$ cat src/rtl/gfls_pkg.sv
// Shared constants, types and GF(2^8) arithmetic for the secret recovery block.
package gfls_pkg;

	localparam int MAX_SHARES = 16;
	localparam int IDX_W      = (MAX_SHARES > 1) ? $clog2(MAX_SHARES) : 1;
	localparam int CNT_W      = $clog2(MAX_SHARES + 1);

	// a^254 by squaring: one plain square that sets the product to one, then seven square-and-multiply steps
	localparam int INV_STEPS  = 8;
	localparam int INV_SW     = $clog2(INV_STEPS);

	localparam logic [8:0] GF_POLY = 9'h11B;
	localparam logic [7:0] GF_ONE  = 8'h01;

	localparam logic [1:0] STAT_OK  = 2'd0;
	localparam logic [1:0] STAT_DUP = 2'd1;
	localparam logic [1:0] STAT_OVF = 2'd2;

	typedef enum logic [2:0] {
		OP_NONE,
		OP_START,
		OP_LDJ,
		OP_ACM,
		OP_INV,
		OP_FIN1,
		OP_FIN2,
		OP_OUT
	} op_t;

	typedef struct packed {
		op_t              op;
		logic             we;
		logic [IDX_W-1:0] addr;
		logic             skip;
		logic             inv_first;
		logic             ovf;
	} dp_cmd_t;

	typedef struct packed {
		logic out_busy;
	} dp_stat_t;

	// shift-and-add multiply, reduced by 0x11B
	function automatic logic [7:0] gf_mul(input logic [7:0] a, input logic [7:0] b);
		logic [8:0] sh;
		logic [7:0] acc;
		acc = '0;
		sh  = {1'b0, a};
		for (int i = 0; i < 8; i++) begin
			if (b[i]) acc ^= sh[7:0];
			sh = {sh[7:0], 1'b0};
			if (sh[8]) sh ^= GF_POLY;
		end
		return acc;
	endfunction

endpackage

$ cat src/rtl/gf256_lagrange_secret_recover.sv
// Top level: Shamir secret byte recovery over GF(2^8) by Lagrange interpolation at zero.
//
// Input channel (in_valid/in_ready): one beat per share point (point_x, point_y).
// Non-final beats are taken one a cycle and only stored. A beat with is_last set
// is stored as well, then starts recovery over all points held; in_ready stays
// low until the result has been placed in the output register.
// Store holds up to 16 points; a point offered beyond that is dropped and the
// result reports status 2 (too many points) with secret 0. Two equal x values
// give status 1 with secret 0. Either way the point set is emptied afterwards.
// Per point j the loop fetches point j, reads each point m on the store's
// single read port, inverts on the square-and-multiply pair and folds the
// term in; after the last point the result register is loaded. Overflow
// results skip the loop and go straight to the output state.
// Output channel (out_valid/out_ready): a registered beat of secret_byte and
// status. While the receiver stalls, new points are still taken; only a further
// final beat waits, holding its result until the register frees.
// Reset (arst_n low) empties the point set and drops any pending result.
module gf256_lagrange_secret_recover (
	input  logic       clk,
	input  logic       arst_n,
	input  logic       in_valid,
	output logic       in_ready,
	input  logic [7:0] point_x,
	input  logic [7:0] point_y,
	input  logic       is_last,
	output logic       out_valid,
	input  logic       out_ready,
	output logic [7:0] secret_byte,
	output logic [1:0] status
);

	gfls_pkg::dp_cmd_t  cmd;
	gfls_pkg::dp_stat_t stat;

	gfls_ctrl u_ctrl (
		.clk      (clk),
		.arst_n   (arst_n),
		.in_valid (in_valid),
		.is_last  (is_last),
		.in_ready (in_ready),
		.stat     (stat),
		.cmd      (cmd)
	);

	gfls_dp u_dp (
		.clk         (clk),
		.arst_n      (arst_n),
		.point_x     (point_x),
		.point_y     (point_y),
		.cmd         (cmd),
		.stat        (stat),
		.out_valid   (out_valid),
		.out_ready   (out_ready),
		.secret_byte (secret_byte),
		.status      (status)
	);

`ifndef SYNTHESIS
	// an error result never carries a secret
	a_err_zero: assert property (@(posedge clk) disable iff (!arst_n)
		out_valid && (status != gfls_pkg::STAT_OK) |-> (secret_byte == 8'd0))
		else $error("error status with non-zero secret");

	// a final beat always starts recovery, blocking the input
	a_last_blocks: assert property (@(posedge clk) disable iff (!arst_n)
		in_valid && in_ready && is_last |=> !in_ready)
		else $error("input still open after final beat");

	// a fresh result only appears after a recovery that held the input off
	a_out_after_rec: assert property (@(posedge clk) disable iff (!arst_n)
		$rose(out_valid) |-> $past(!in_ready))
		else $error("result appeared without recovery");
`endif

endmodule

$ cat src/rtl/gfls_ram.sv
// Generic single-port-write, single-port-read RAM with registered read data.
module gfls_ram #(
	parameter int WIDTH = 8,
	parameter int DEPTH = 16
) (
	input  logic                                     clk,
	input  logic                                     we,
	input  logic [((DEPTH > 1) ? $clog2(DEPTH) : 1)-1:0] waddr,
	input  logic [WIDTH-1:0]                         wdata,
	input  logic [((DEPTH > 1) ? $clog2(DEPTH) : 1)-1:0] raddr,
	output logic [WIDTH-1:0]                         rdata
);

	logic [WIDTH-1:0] mem_q [DEPTH];
	logic [WIDTH-1:0] rdata_q;

	always_ff @(posedge clk) begin
		if (we) mem_q[waddr] <= wdata;
		rdata_q <= mem_q[raddr];
	end

	assign rdata = rdata_q;

endmodule

$ cat src/rtl/gfls_ctrl.sv
// Sequencer: point loading, interpolation loop control and result hand-off.
module gfls_ctrl (
	input  logic               clk,
	input  logic               arst_n,
	input  logic               in_valid,
	input  logic               is_last,
	output logic               in_ready,
	input  gfls_pkg::dp_stat_t stat,
	output gfls_pkg::dp_cmd_t  cmd
);

	typedef enum logic [8:0] {
		S_IDLE = 9'b000000001,
		S_RDJ  = 9'b000000010,
		S_LDJ  = 9'b000000100,
		S_RDM  = 9'b000001000,
		S_ACM  = 9'b000010000,
		S_INV  = 9'b000100000,
		S_FIN1 = 9'b001000000,
		S_FIN2 = 9'b010000000,
		S_OUT  = 9'b100000000
	} state_t;

	state_t                         state_q, state_d;
	logic [gfls_pkg::CNT_W-1:0]     count_q;
	logic                           ovf_q;
	logic [gfls_pkg::IDX_W-1:0]     j_q, m_q;
	logic [gfls_pkg::INV_SW-1:0]    k_q;
	logic                           full;
	logic                           last_m, last_j;
	logic                           accept;

	assign full     = (count_q == gfls_pkg::CNT_W'(gfls_pkg::MAX_SHARES));
	assign last_m   = ((gfls_pkg::CNT_W'(m_q) + gfls_pkg::CNT_W'(1)) == count_q);
	assign last_j   = ((gfls_pkg::CNT_W'(j_q) + gfls_pkg::CNT_W'(1)) == count_q);
	assign in_ready = (state_q == S_IDLE);
	assign accept   = in_valid && in_ready;

	always_comb begin
		state_d       = state_q;
		cmd           = '0;
		cmd.op        = gfls_pkg::OP_NONE;
		cmd.ovf       = ovf_q;
		unique case (state_q)
			S_IDLE: begin
				cmd.addr = count_q[gfls_pkg::IDX_W-1:0];
				cmd.we   = in_valid && !full;
				if (in_valid && is_last) begin
					cmd.op  = gfls_pkg::OP_START;
					state_d = (ovf_q || full) ? S_OUT : S_RDJ;
				end
			end
			S_RDJ: begin
				cmd.addr = j_q;
				state_d  = S_LDJ;
			end
			S_LDJ: begin
				cmd.op  = gfls_pkg::OP_LDJ;
				state_d = S_RDM;
			end
			S_RDM: begin
				cmd.addr = m_q;
				state_d  = S_ACM;
			end
			S_ACM: begin
				cmd.op   = gfls_pkg::OP_ACM;
				cmd.skip = (m_q == j_q);
				state_d  = last_m ? S_INV : S_RDM;
			end
			S_INV: begin
				cmd.op        = gfls_pkg::OP_INV;
				cmd.inv_first = (k_q == '0);
				if (k_q == gfls_pkg::INV_SW'(gfls_pkg::INV_STEPS - 1)) state_d = S_FIN1;
			end
			S_FIN1: begin
				cmd.op  = gfls_pkg::OP_FIN1;
				state_d = S_FIN2;
			end
			S_FIN2: begin
				cmd.op  = gfls_pkg::OP_FIN2;
				state_d = last_j ? S_OUT : S_RDJ;
			end
			S_OUT: begin
				if (!stat.out_busy) begin
					cmd.op  = gfls_pkg::OP_OUT;
					state_d = S_IDLE;
				end
			end
			default: state_d = S_IDLE;
		endcase
	end

	always_ff @(posedge clk or negedge arst_n) begin
		if (!arst_n) begin
			state_q <= S_IDLE;
			count_q <= '0;
			ovf_q   <= 1'b0;
			j_q     <= '0;
			m_q     <= '0;
			k_q     <= '0;
		end else begin
			state_q <= state_d;
			if (accept) begin
				if (!full) count_q <= count_q + gfls_pkg::CNT_W'(1);
				else       ovf_q   <= 1'b1;
				j_q <= '0;
			end
			if (state_q == S_LDJ) begin
				m_q <= '0;
				k_q <= '0;
			end
			if (state_q == S_ACM) m_q <= m_q + gfls_pkg::IDX_W'(1);
			if (state_q == S_INV) k_q <= k_q + gfls_pkg::INV_SW'(1);
			if (state_q == S_FIN2) j_q <= j_q + gfls_pkg::IDX_W'(1);
			if (cmd.op == gfls_pkg::OP_OUT) begin
				count_q <= '0;
				ovf_q   <= 1'b0;
			end
		end
	end

endmodule

$ cat src/rtl/gfls_dp.sv
// Datapath: point store, field multipliers, inversion, accumulator, result register.
module gfls_dp (
	input  logic               clk,
	input  logic               arst_n,
	input  logic [7:0]         point_x,
	input  logic [7:0]         point_y,
	input  gfls_pkg::dp_cmd_t  cmd,
	output gfls_pkg::dp_stat_t stat,
	output logic               out_valid,
	input  logic               out_ready,
	output logic [7:0]         secret_byte,
	output logic [1:0]         status
);

	logic [15:0] rdata;
	logic [7:0]  rx, ry;
	logic [7:0]  xj_q, yj_q, num_q, den_q, inv_q, acc_q;
	logic        dup_q;
	logic [7:0]  secret_q;
	logic [1:0]  status_q;
	logic        out_valid_q;

	gfls_ram #(
		.WIDTH(16),
		.DEPTH(gfls_pkg::MAX_SHARES)
	) u_store (
		.clk   (clk),
		.we    (cmd.we),
		.waddr (cmd.addr),
		.wdata ({point_x, point_y}),
		.raddr (cmd.addr),
		.rdata (rdata)
	);

	assign rx = rdata[15:8];
	assign ry = rdata[7:0];

	// arithmetic registers
	always_ff @(posedge clk) begin
		case (cmd.op)
			gfls_pkg::OP_START: begin
				acc_q <= '0;
				dup_q <= 1'b0;
			end
			gfls_pkg::OP_LDJ: begin
				xj_q  <= rx;
				yj_q  <= ry;
				num_q <= gfls_pkg::GF_ONE;
				den_q <= gfls_pkg::GF_ONE;
			end
			gfls_pkg::OP_ACM: begin
				if (!cmd.skip) begin
					num_q <= gfls_pkg::gf_mul(num_q, rx);
					den_q <= gfls_pkg::gf_mul(den_q, rx ^ xj_q);
					if (rx == xj_q) dup_q <= 1'b1;
				end
			end
			gfls_pkg::OP_INV: begin
				// den walks a^2, a^4 .. ; inv collects a^2 .. a^128
				den_q <= gfls_pkg::gf_mul(den_q, den_q);
				inv_q <= cmd.inv_first ? gfls_pkg::GF_ONE : gfls_pkg::gf_mul(inv_q, den_q);
			end
			gfls_pkg::OP_FIN1: num_q <= gfls_pkg::gf_mul(num_q, inv_q);
			gfls_pkg::OP_FIN2: acc_q <= acc_q ^ gfls_pkg::gf_mul(yj_q, num_q);
			gfls_pkg::OP_OUT: begin
				if (cmd.ovf) begin
					status_q <= gfls_pkg::STAT_OVF;
					secret_q <= '0;
				end else if (dup_q) begin
					status_q <= gfls_pkg::STAT_DUP;
					secret_q <= '0;
				end else begin
					status_q <= gfls_pkg::STAT_OK;
					secret_q <= acc_q;
				end
			end
			default: ;
		endcase
	end

	always_ff @(posedge clk or negedge arst_n) begin
		if (!arst_n) begin
			out_valid_q <= 1'b0;
		end else if (cmd.op == gfls_pkg::OP_OUT) begin
			out_valid_q <= 1'b1;
		end else if (out_ready) begin
			out_valid_q <= 1'b0;
		end
	end

	assign stat.out_busy = out_valid_q && !out_ready;
	assign out_valid     = out_valid_q;
	assign secret_byte   = secret_q;
	assign status        = status_q;

endmodule

$ cat config.mk
export PLATFORM = sky130hd
export DESIGN_NAME = gf256_lagrange_secret_recover
export DESIGN_NICKNAME = d
export VERILOG_FILES = /design/src/rtl/gfls_pkg.sv /design/src/rtl/gf256_lagrange_secret_recover.sv /design/src/rtl/gfls_ram.sv /design/src/rtl/gfls_ctrl.sv /design/src/rtl/gfls_dp.sv
export SDC_FILE = /design/constraint.sdc
export NUM_CORES = 1
export LEC_CHECK = 0
export ABC_AREA = 1
export BUFFER_PORTS_ARGS = -buffer_cell sky130_fd_sc_hd__buf_2
export CAP_MARGIN = 20
export CORE_MARGIN = 2
export CORE_UTILIZATION = 65
export CTS_CLUSTER_SIZE = 10
export DETAILED_ROUTE_END_ITERATION = 8
export MAX_ROUTING_LAYER = met4
export PLACE_DENSITY = 0.84
export SYNTH_ARGS = -nofsm -noshare
export SYNTH_HDL_FRONTEND = slang
export SYNTH_SLANG_ARGS = --single-unit
$ cat constraint.sdc
create_clock -name clk -period 4.8 [get_ports clk]
set_input_delay 0.24 -clock clk [delete_from_list [all_inputs] [get_ports clk]]
set_output_delay 0.24 -clock clk [all_outputs]
set_load 0.02 [all_outputs]
==> impl_metrics.toml, run 1 <==
[setup_path]
crit_slowest_cell = "edfxtp_1"
cpMostUsedCell = "nand2_1"
start_kind = "register"
critPathBufInv = 3
max_stage_delay_ns = 0.54
critPathMaxFanout = 15
crit_type = "register to register"
cp.arrival_ns = 3.51
cp_top_family = "simple AND/OR/NAND/NOR gates"
worstPathCellList = "inv_1 > nand2_1 > nand2_1 > nand2_1 > nand2_1 > inv_1 > nor2_1 > inv_1 > nand2_1 > nand2_1 > nand2_1 > nand2_1 > nand2_1 > nand3_1 > nand3_1 > nand2_1"
crit_path_end_kind = "register"
cp_data_required_time_ns = 5.13

[synth]
yosysWarnings = 0
synthFlopType = "edfxtp_1"
ys_seq_area_frac = 0.4656
synthCells = 2899
ys_ff_latch = 358
syn_nets = 2928
synth.cell_area_sq_um = 22460
async_reset_ff_frac = 0.07542
synth_cell_types = 49
avgSynthCellArea_sq_um = 7.747
synth_edf_count = 315

[placement]
portBuffers = 32
post-place-ws_ns = 1.725
dp_hpwl_um = 40060
dpl_cell_area_sq_um = 22760
gp_congestion = 1.005

[finish]
fin_area_sq_um = 24070
post-route-util = 0.7020
fin_nets = 2917
drive_gt1_frac = 0.06005
multiInputGateArea_sq_um = 10070
regArea_sq_um = 10460
n_antenna_cell = 0
area_delta_synth_final_pct = 7.176
fill_cells = 2609

[outcome]
status = "finished with violations"
failed_checks = "DRC"

[route]
wire_per_inst_um = 17.56
drt-pass1-iter-count = 9
drc = 1
drt_iter0_drc = 2245
routed_via_density = 5.683
ant_nets = 0
routed_wl_um = 59170
vias = 19150

[sta]
slew_headroom = 0.2555
clock_skew_ns = 0.02888
fin_crit_ns = 3.177
drv_slew = 0
tightest_slew_ns = 1.116
grt_setup_unrepaired = "false"
maxClockFrequency_ghz = 0.3147
hold_viol = 0
fin_tns_setup_ns = 0
worst_slack_ns = 1.623
setup_violations = 0
min_period_over_period = 0.6619

[floorplan]
start_util = 0.6550
ioPinCount = 33
die_w_um = 189.9
die_y_um = 189.9
num_rows = 68
die_area_sq_um = 36050
design.core.area_sq_um = 34290

[clock_network]
clockBufferDepth = 3
root_buffer = "clkbuf_16"
cts_setup_buffers = 0
h-tree-depth = 2
cts_buffers = 43
insertion_delay_ns = 0.57
ctsHoldBuffers = 1
post_cts_resized = 0
clk_pin_slew_ns = 0.06
cts_sinks = 358
cts_tree = "built"

[grt]
grt_max_degree = 165
grt_antenna_before_repair = 0
grt_pass1_vias = 18010
grt-ovfl-total = 0
grt_usage = 0.3419
grt_pass1_wl_um = 93480

[power]
peakVddDrop_mv = 0.5074
p_leak_nw = 11.09
pwr_density_cell_nw_per_um2 = 512.0

[flow_run]
max_cap_violations = 0

[min_path]
min_path_type = "input port to register"
## metrics by stage
stage | hold slack, ns | power, mW | std cells
6_report | 0.03205 | 12.32 | 3369
5_1_grt | 0.03621 | 13.07 | 3369
4_1_cts | 0.007298 | 12.27 | 3369
3_5_place_dp | 0.2910 | 9.174 | 3297
3_3_place_gp | 0.2875 | 9.004 | 3295
2_1_floorplan | -0.05559 | 8.027 | 2899
## worst reg2reg max path: stages, from the launching register on
cell and delay (ns):
edfxtp_1 0.54, inv_1 0.52, nand2_1 0.13, nand2_1 0.15, nand2_1 0.10, nand2_1 0.50, inv_1 0.16, nor2_1 0.20
inv_1 0.08, nand2_1 0.07, nand2_1 0.05, nand2_1 0.08, nand2_1 0.05, nand2_1 0.08, nand3_1 0.07, nand3_1 0.08
nand2_1 0.06
## power by group
| group | switching [mW] | leakage, nW | internal [mW] |
|---|---|---|---|
| clock network | 1.26 | 0.631 | 1.79 |
| registers | 0.301 | 3.33 | 3.75 |
| logic | 3.57 | 7.13 | 1.65 |
## cell type report
cell class | count | share of cell area
clock inverters | 6 | 0.003691
well taps | 455 | 0.02365
multi-input cells | 2075 | 0.4183
clock buffers | 65 | 0.05027
flip-flops and latches | 358 | 0.4344
repair buffers | 50 | 0.01341
inverters | 360 | 0.05625
## per-layer routing
layer	vias up	GRT usage	routed length, um
met5	-	-	0
met4	0	0.1726	3189
met3	247	0.04501	5442
met2	1052	0.5598	28070
met1	8740	0.4192	22480
li1	9108	-	-
## registers in the layout (all words and copies together), names as in the netlist, 2 cells and up
signal and count:
u_ctrl.state_q 9, u_dp.yj_q 8, u_dp.den_q 8, u_ctrl.j_q 4, u_dp.inv_q 8, u_ctrl.count_q 5
u_dp.num_q 8, u_dp.acc_q 8, u_dp.u_store.mem_q 256, u_dp.xj_q 8, u_dp.u_store.rdata 16, u_dp.secret_byte 8
u_dp.status 2, u_ctrl.m_q 4, u_ctrl.k_q 3
## cells in the mapped netlist, drive strengths merged, types with 6 or more instances
master | number | area, sq um
dfrtp | 26 | 650.6
ha | 8 | 100.1
buf | 90 | 569.3
nand3b | 21 | 157.7
nand4 | 29 | 181.4
dfxtp | 16 | 320.3
nand3 | 176 | 893.4
o22ai | 9 | 62.56
nor2 | 220 | 875.8
o211ai | 6 | 45.04
xor2 | 138 | 1224
a21oi | 20 | 100.1
o21ai | 162 | 810.8
xnor2 | 116 | 1016
or2 | 12 | 75.07
nor3 | 7 | 35.03
clkbuf | 16 | 61.30
nand2 | 1136 | 4322
inv | 356 | 1339
edfxtp | 315 | 9459
## placed cells by master, fill, tap and decap left out, types with 3 or more instances in the layout
cell / synthesis / final
clkinv_1: 4 / 4
nand3_1: 175 / 175
dfrtp_1: 26 / 26
buf_4: 18 / 15
or2_2: 7 / 7
o21ai_1: 16 / 17
nor2_1: 213 / 197
dfxtp_1: 16 / 16
clkbuf_16: 0 / 44
a21oi_1: 20 / 20
or2_1: 4 / 4
nand2_2: 20 / 21
o211ai_1: 6 / 6
nand4_1: 29 / 29
nor3_1: 7 / 7
nand3b_1: 21 / 21
o22ai_1: 8 / 8
clkbuf_8: 0 / 3
inv_2: 13 / 13
xnor2_1: 116 / 116
inv_1: 342 / 342
xor2_1: 136 / 136
clkbuf_1: 15 / 18
ha_1: 8 / 8
nand2_1: 1115 / 1114
o21ai_0: 146 / 145
nor2_2: 4 / 20
buf_2: 53 / 32
edfxtp_1: 315 / 315
nor4_1: 3 / 3
## logic make-up (layout without fill, tap and decap cells)
family                   Yosys count  count (layout)  share of synthesized area
AND/OR/NAND/NOR                 1607            1607                     0.2932
adder cells (fa/ha/maj)            8               8                   0.004457
flip-flops                       358             358                     0.4656
AO/OA/AOI/OAI                    206             206                    0.04869
buffers and inverters            466             481                    0.08836
XOR/XNOR                         254             254                    0.09973
## worst paths after layout
path,from,endpoint,slack (ns),cells past startpoint
max in group asynchronous,arst_n,u_ctrl.ovf_q,4.15,2
setup / recovery,u_dp.den_q[6],u_dp.den_q[5],1.62,16
min in group asynchronous,arst_n,u_ctrl.count_q[3],0.23,2
hold reg to reg,u_dp.u_store.rdata[6],u_dp.yj_q[6],0.40,0
hold / removal,in_valid,u_ctrl.ovf_q,0.03,3
setup reg to reg,u_dp.den_q[6],u_dp.den_q[5],1.62,16
(Power assumes the default switching activity.)
==> run 2: changes to the inputs <==
CORE_UTILIZATION = 64   (was 65)
PLACE_DENSITY = 0.83   (was 0.84)
clock period = 3 ns   (was 4.8 ns; I/O delays follow)
==> run 2 against run 1 <==
Effect of this change:
- the flow now finishes without violations
- clock skew down 0.0061 ns
- largest cell class unchanged
- clock power up 52%
- die area up 1.5%
- clock-buffer cell count unchanged
- power up 61%
- non-clock buffer count up 69
- critical endpoint is now u_dp.u_store.mem_q[3][3]
- highest routed layer unchanged
==> impl_metrics.toml, run 2 (synthesis results as in run 1) <==
[sta]
fin_crit_ns = 2.716
fin_hold_ws_ns = 0.02459
setup_violations = 0
grt_setup_unrepaired = "false"
min_period_over_period = 0.9054
maxClockFrequency_ghz = 0.3681
clock_skew_ns = 0.02283
drv_slew = 0
slew_headroom = 0.4317
tightest_slew_ns = 0.8484
hold_viol = 0
fin_tns_setup_ns = 0

[setup_path]
crit_type = "register to register"
crit_path_end_kind = "register"
cp.arrival_ns = 2.95
r2r-start = "u_ctrl.state_q[0]"
start_kind = "register"
rr_endpoint = "u_dp.u_store.mem_q[3][3]"
rr_worst_depth = 9
cp_data_required_time_ns = 3.23
startpoint = "u_ctrl.state_q[0]"
critPathMaxFanout = 16
reg2reg_slack_ns = 0.28

[floorplan]
die_area_sq_um = 36610
die_w_um = 191.3
start_util = 0.6501
num_rows = 68
ioPinCount = 33
die_y_um = 191.3
design.core.area_sq_um = 34540

[placement]
portBuffers = 32
placed_cells = 3364
gp_congestion = 0.9820
dp_hpwl_um = 42570

[power]
total_power_mw = 19.89
pwr_density_cell_nw_per_um2 = 810.0
p_leak_nw = 11.40
peakVddDrop_mv = 0.7741

[min_path]
min_path_type = "input port to register"
holdPathEnd = "u_dp.u_store.mem_q[10][15]"
min-delay-start = "point_x[7]"
min_path_cells = 1

[route]
routed_via_density = 5.682
ant_nets = 0
routed_wl_um = 60980
drc = 0
drt-pass1-iter-count = 8
vias = 19540
wire_per_inst_um = 17.73
drt_iter0_drc = 1916

[grt]
grt_usage = 0.3468
grt_pass1_wl_um = 95550
grt_max_degree = 79
grt-ovfl-total = 0
grt_pass1_vias = 18930
grt_antenna_before_repair = 1

[clock_network]
cts_sinks = 358
ctsHoldBuffers = 3
clk_pin_slew_ns = 0.06
clockBufferDepth = 3
cts_setup_buffers = 0
h-tree-depth = 2
insertion_delay_ns = 0.56
cts_buffers = 43
cts_tree = "built"
root_buffer = "clkbuf_16"
post_cts_resized = 0

[finish]
final_common_cell = "nand2_1"
fin_nets = 2986
final_cell_mix = "nand2_1, inv_1, edfxtp_1"
drive_gt1_frac = 0.07979
largest_reg_flops = 256
area_delta_synth_final_pct = 9.343
final_cells = 3439
regMostFlops = "u_dp.u_store.mem_q"

[flow_run]
max_cap_violations = 0

[outcome]
status = "finished clean"
run 2: changes by cell type in the layout (fill, tap and decap cells not counted), sizes merged:
cell	change
clkinvlp	+1
dlygate4sd3	+2
bufinv	-1
buf	+67
diode	+1
run 2: worst max-delay path by stage:
stage                     cells past startpoint  slack, ns                  endpoint
after floorplan                              10       0.22  u_dp.u_store.mem_q[1][0]
after global placement                        7       0.29             u_dp.num_q[5]
after detailed placement                      8       0.35             u_dp.num_q[5]
after CTS                                     9       0.32  u_dp.u_store.mem_q[3][7]
after global routing                          8       0.01             u_dp.num_q[5]
final                                         9       0.28  u_dp.u_store.mem_q[3][3]
run 2: layer usage:
| metal | part of all wire | GRT usage | vias to the layer above |
|---|---|---|---|
| li1 | - | - | 9248 |
| met1 | 0.38 | 0.4191 | 9043 |
| met2 | 0.48 | 0.5758 | 1008 |
| met3 | 0.088 | 0.04773 | 242 |
| met4 | 0.046 | 0.1651 | 0 |
| met5 | 0 | - | - |
run 2: area by class of cell:
| type | count | area, sq um |
|---|---|---|
| sequential | 358 | 10460 |
| multi-input combinational | 2075 | 10070 |
| fill | 2662 | 9987 |
| inverter | 360 | 1354 |
| clock buffer | 65 | 1169 |
| timing repair buffer | 119 | 883.3 |
| tap | 455 | 569.3 |
| clock inverter | 6 | 53.80 |
| antenna | 1 | 2.502 |
run 2: power by group:
part	internal, mW	switching, mW
clock network	2.68	1.97
logic	2.87	6.04
registers	6.00	0.335
run 2: critical path: stages, from the launching register on:
cell and delay (ns):
dfstp_2 0.53, inv_1 0.05, nor2_1 0.11, nand2_1 0.16
nor2_8 0.22, nand2_1 0.14, nor2_2 0.37, nand3b_1 0.33
nor2_2 0.18, buf_4 0.27
run 2: metrics by stage:
| stage | util | worst slack (ns) | area (sq um) |
|---|---|---|---|
| after floorplan | - | 0.2174 | 22460 |
| after global placement | 0.6743 | 0.2907 | 23290 |
| after detailed placement | 0.6746 | 0.3498 | 23300 |
| after CTS | 0.7108 | 0.3220 | 24550 |
| after global routing | 0.7109 | 0.01064 | 24560 |
| final | 0.7109 | 0.2837 | 24560 |
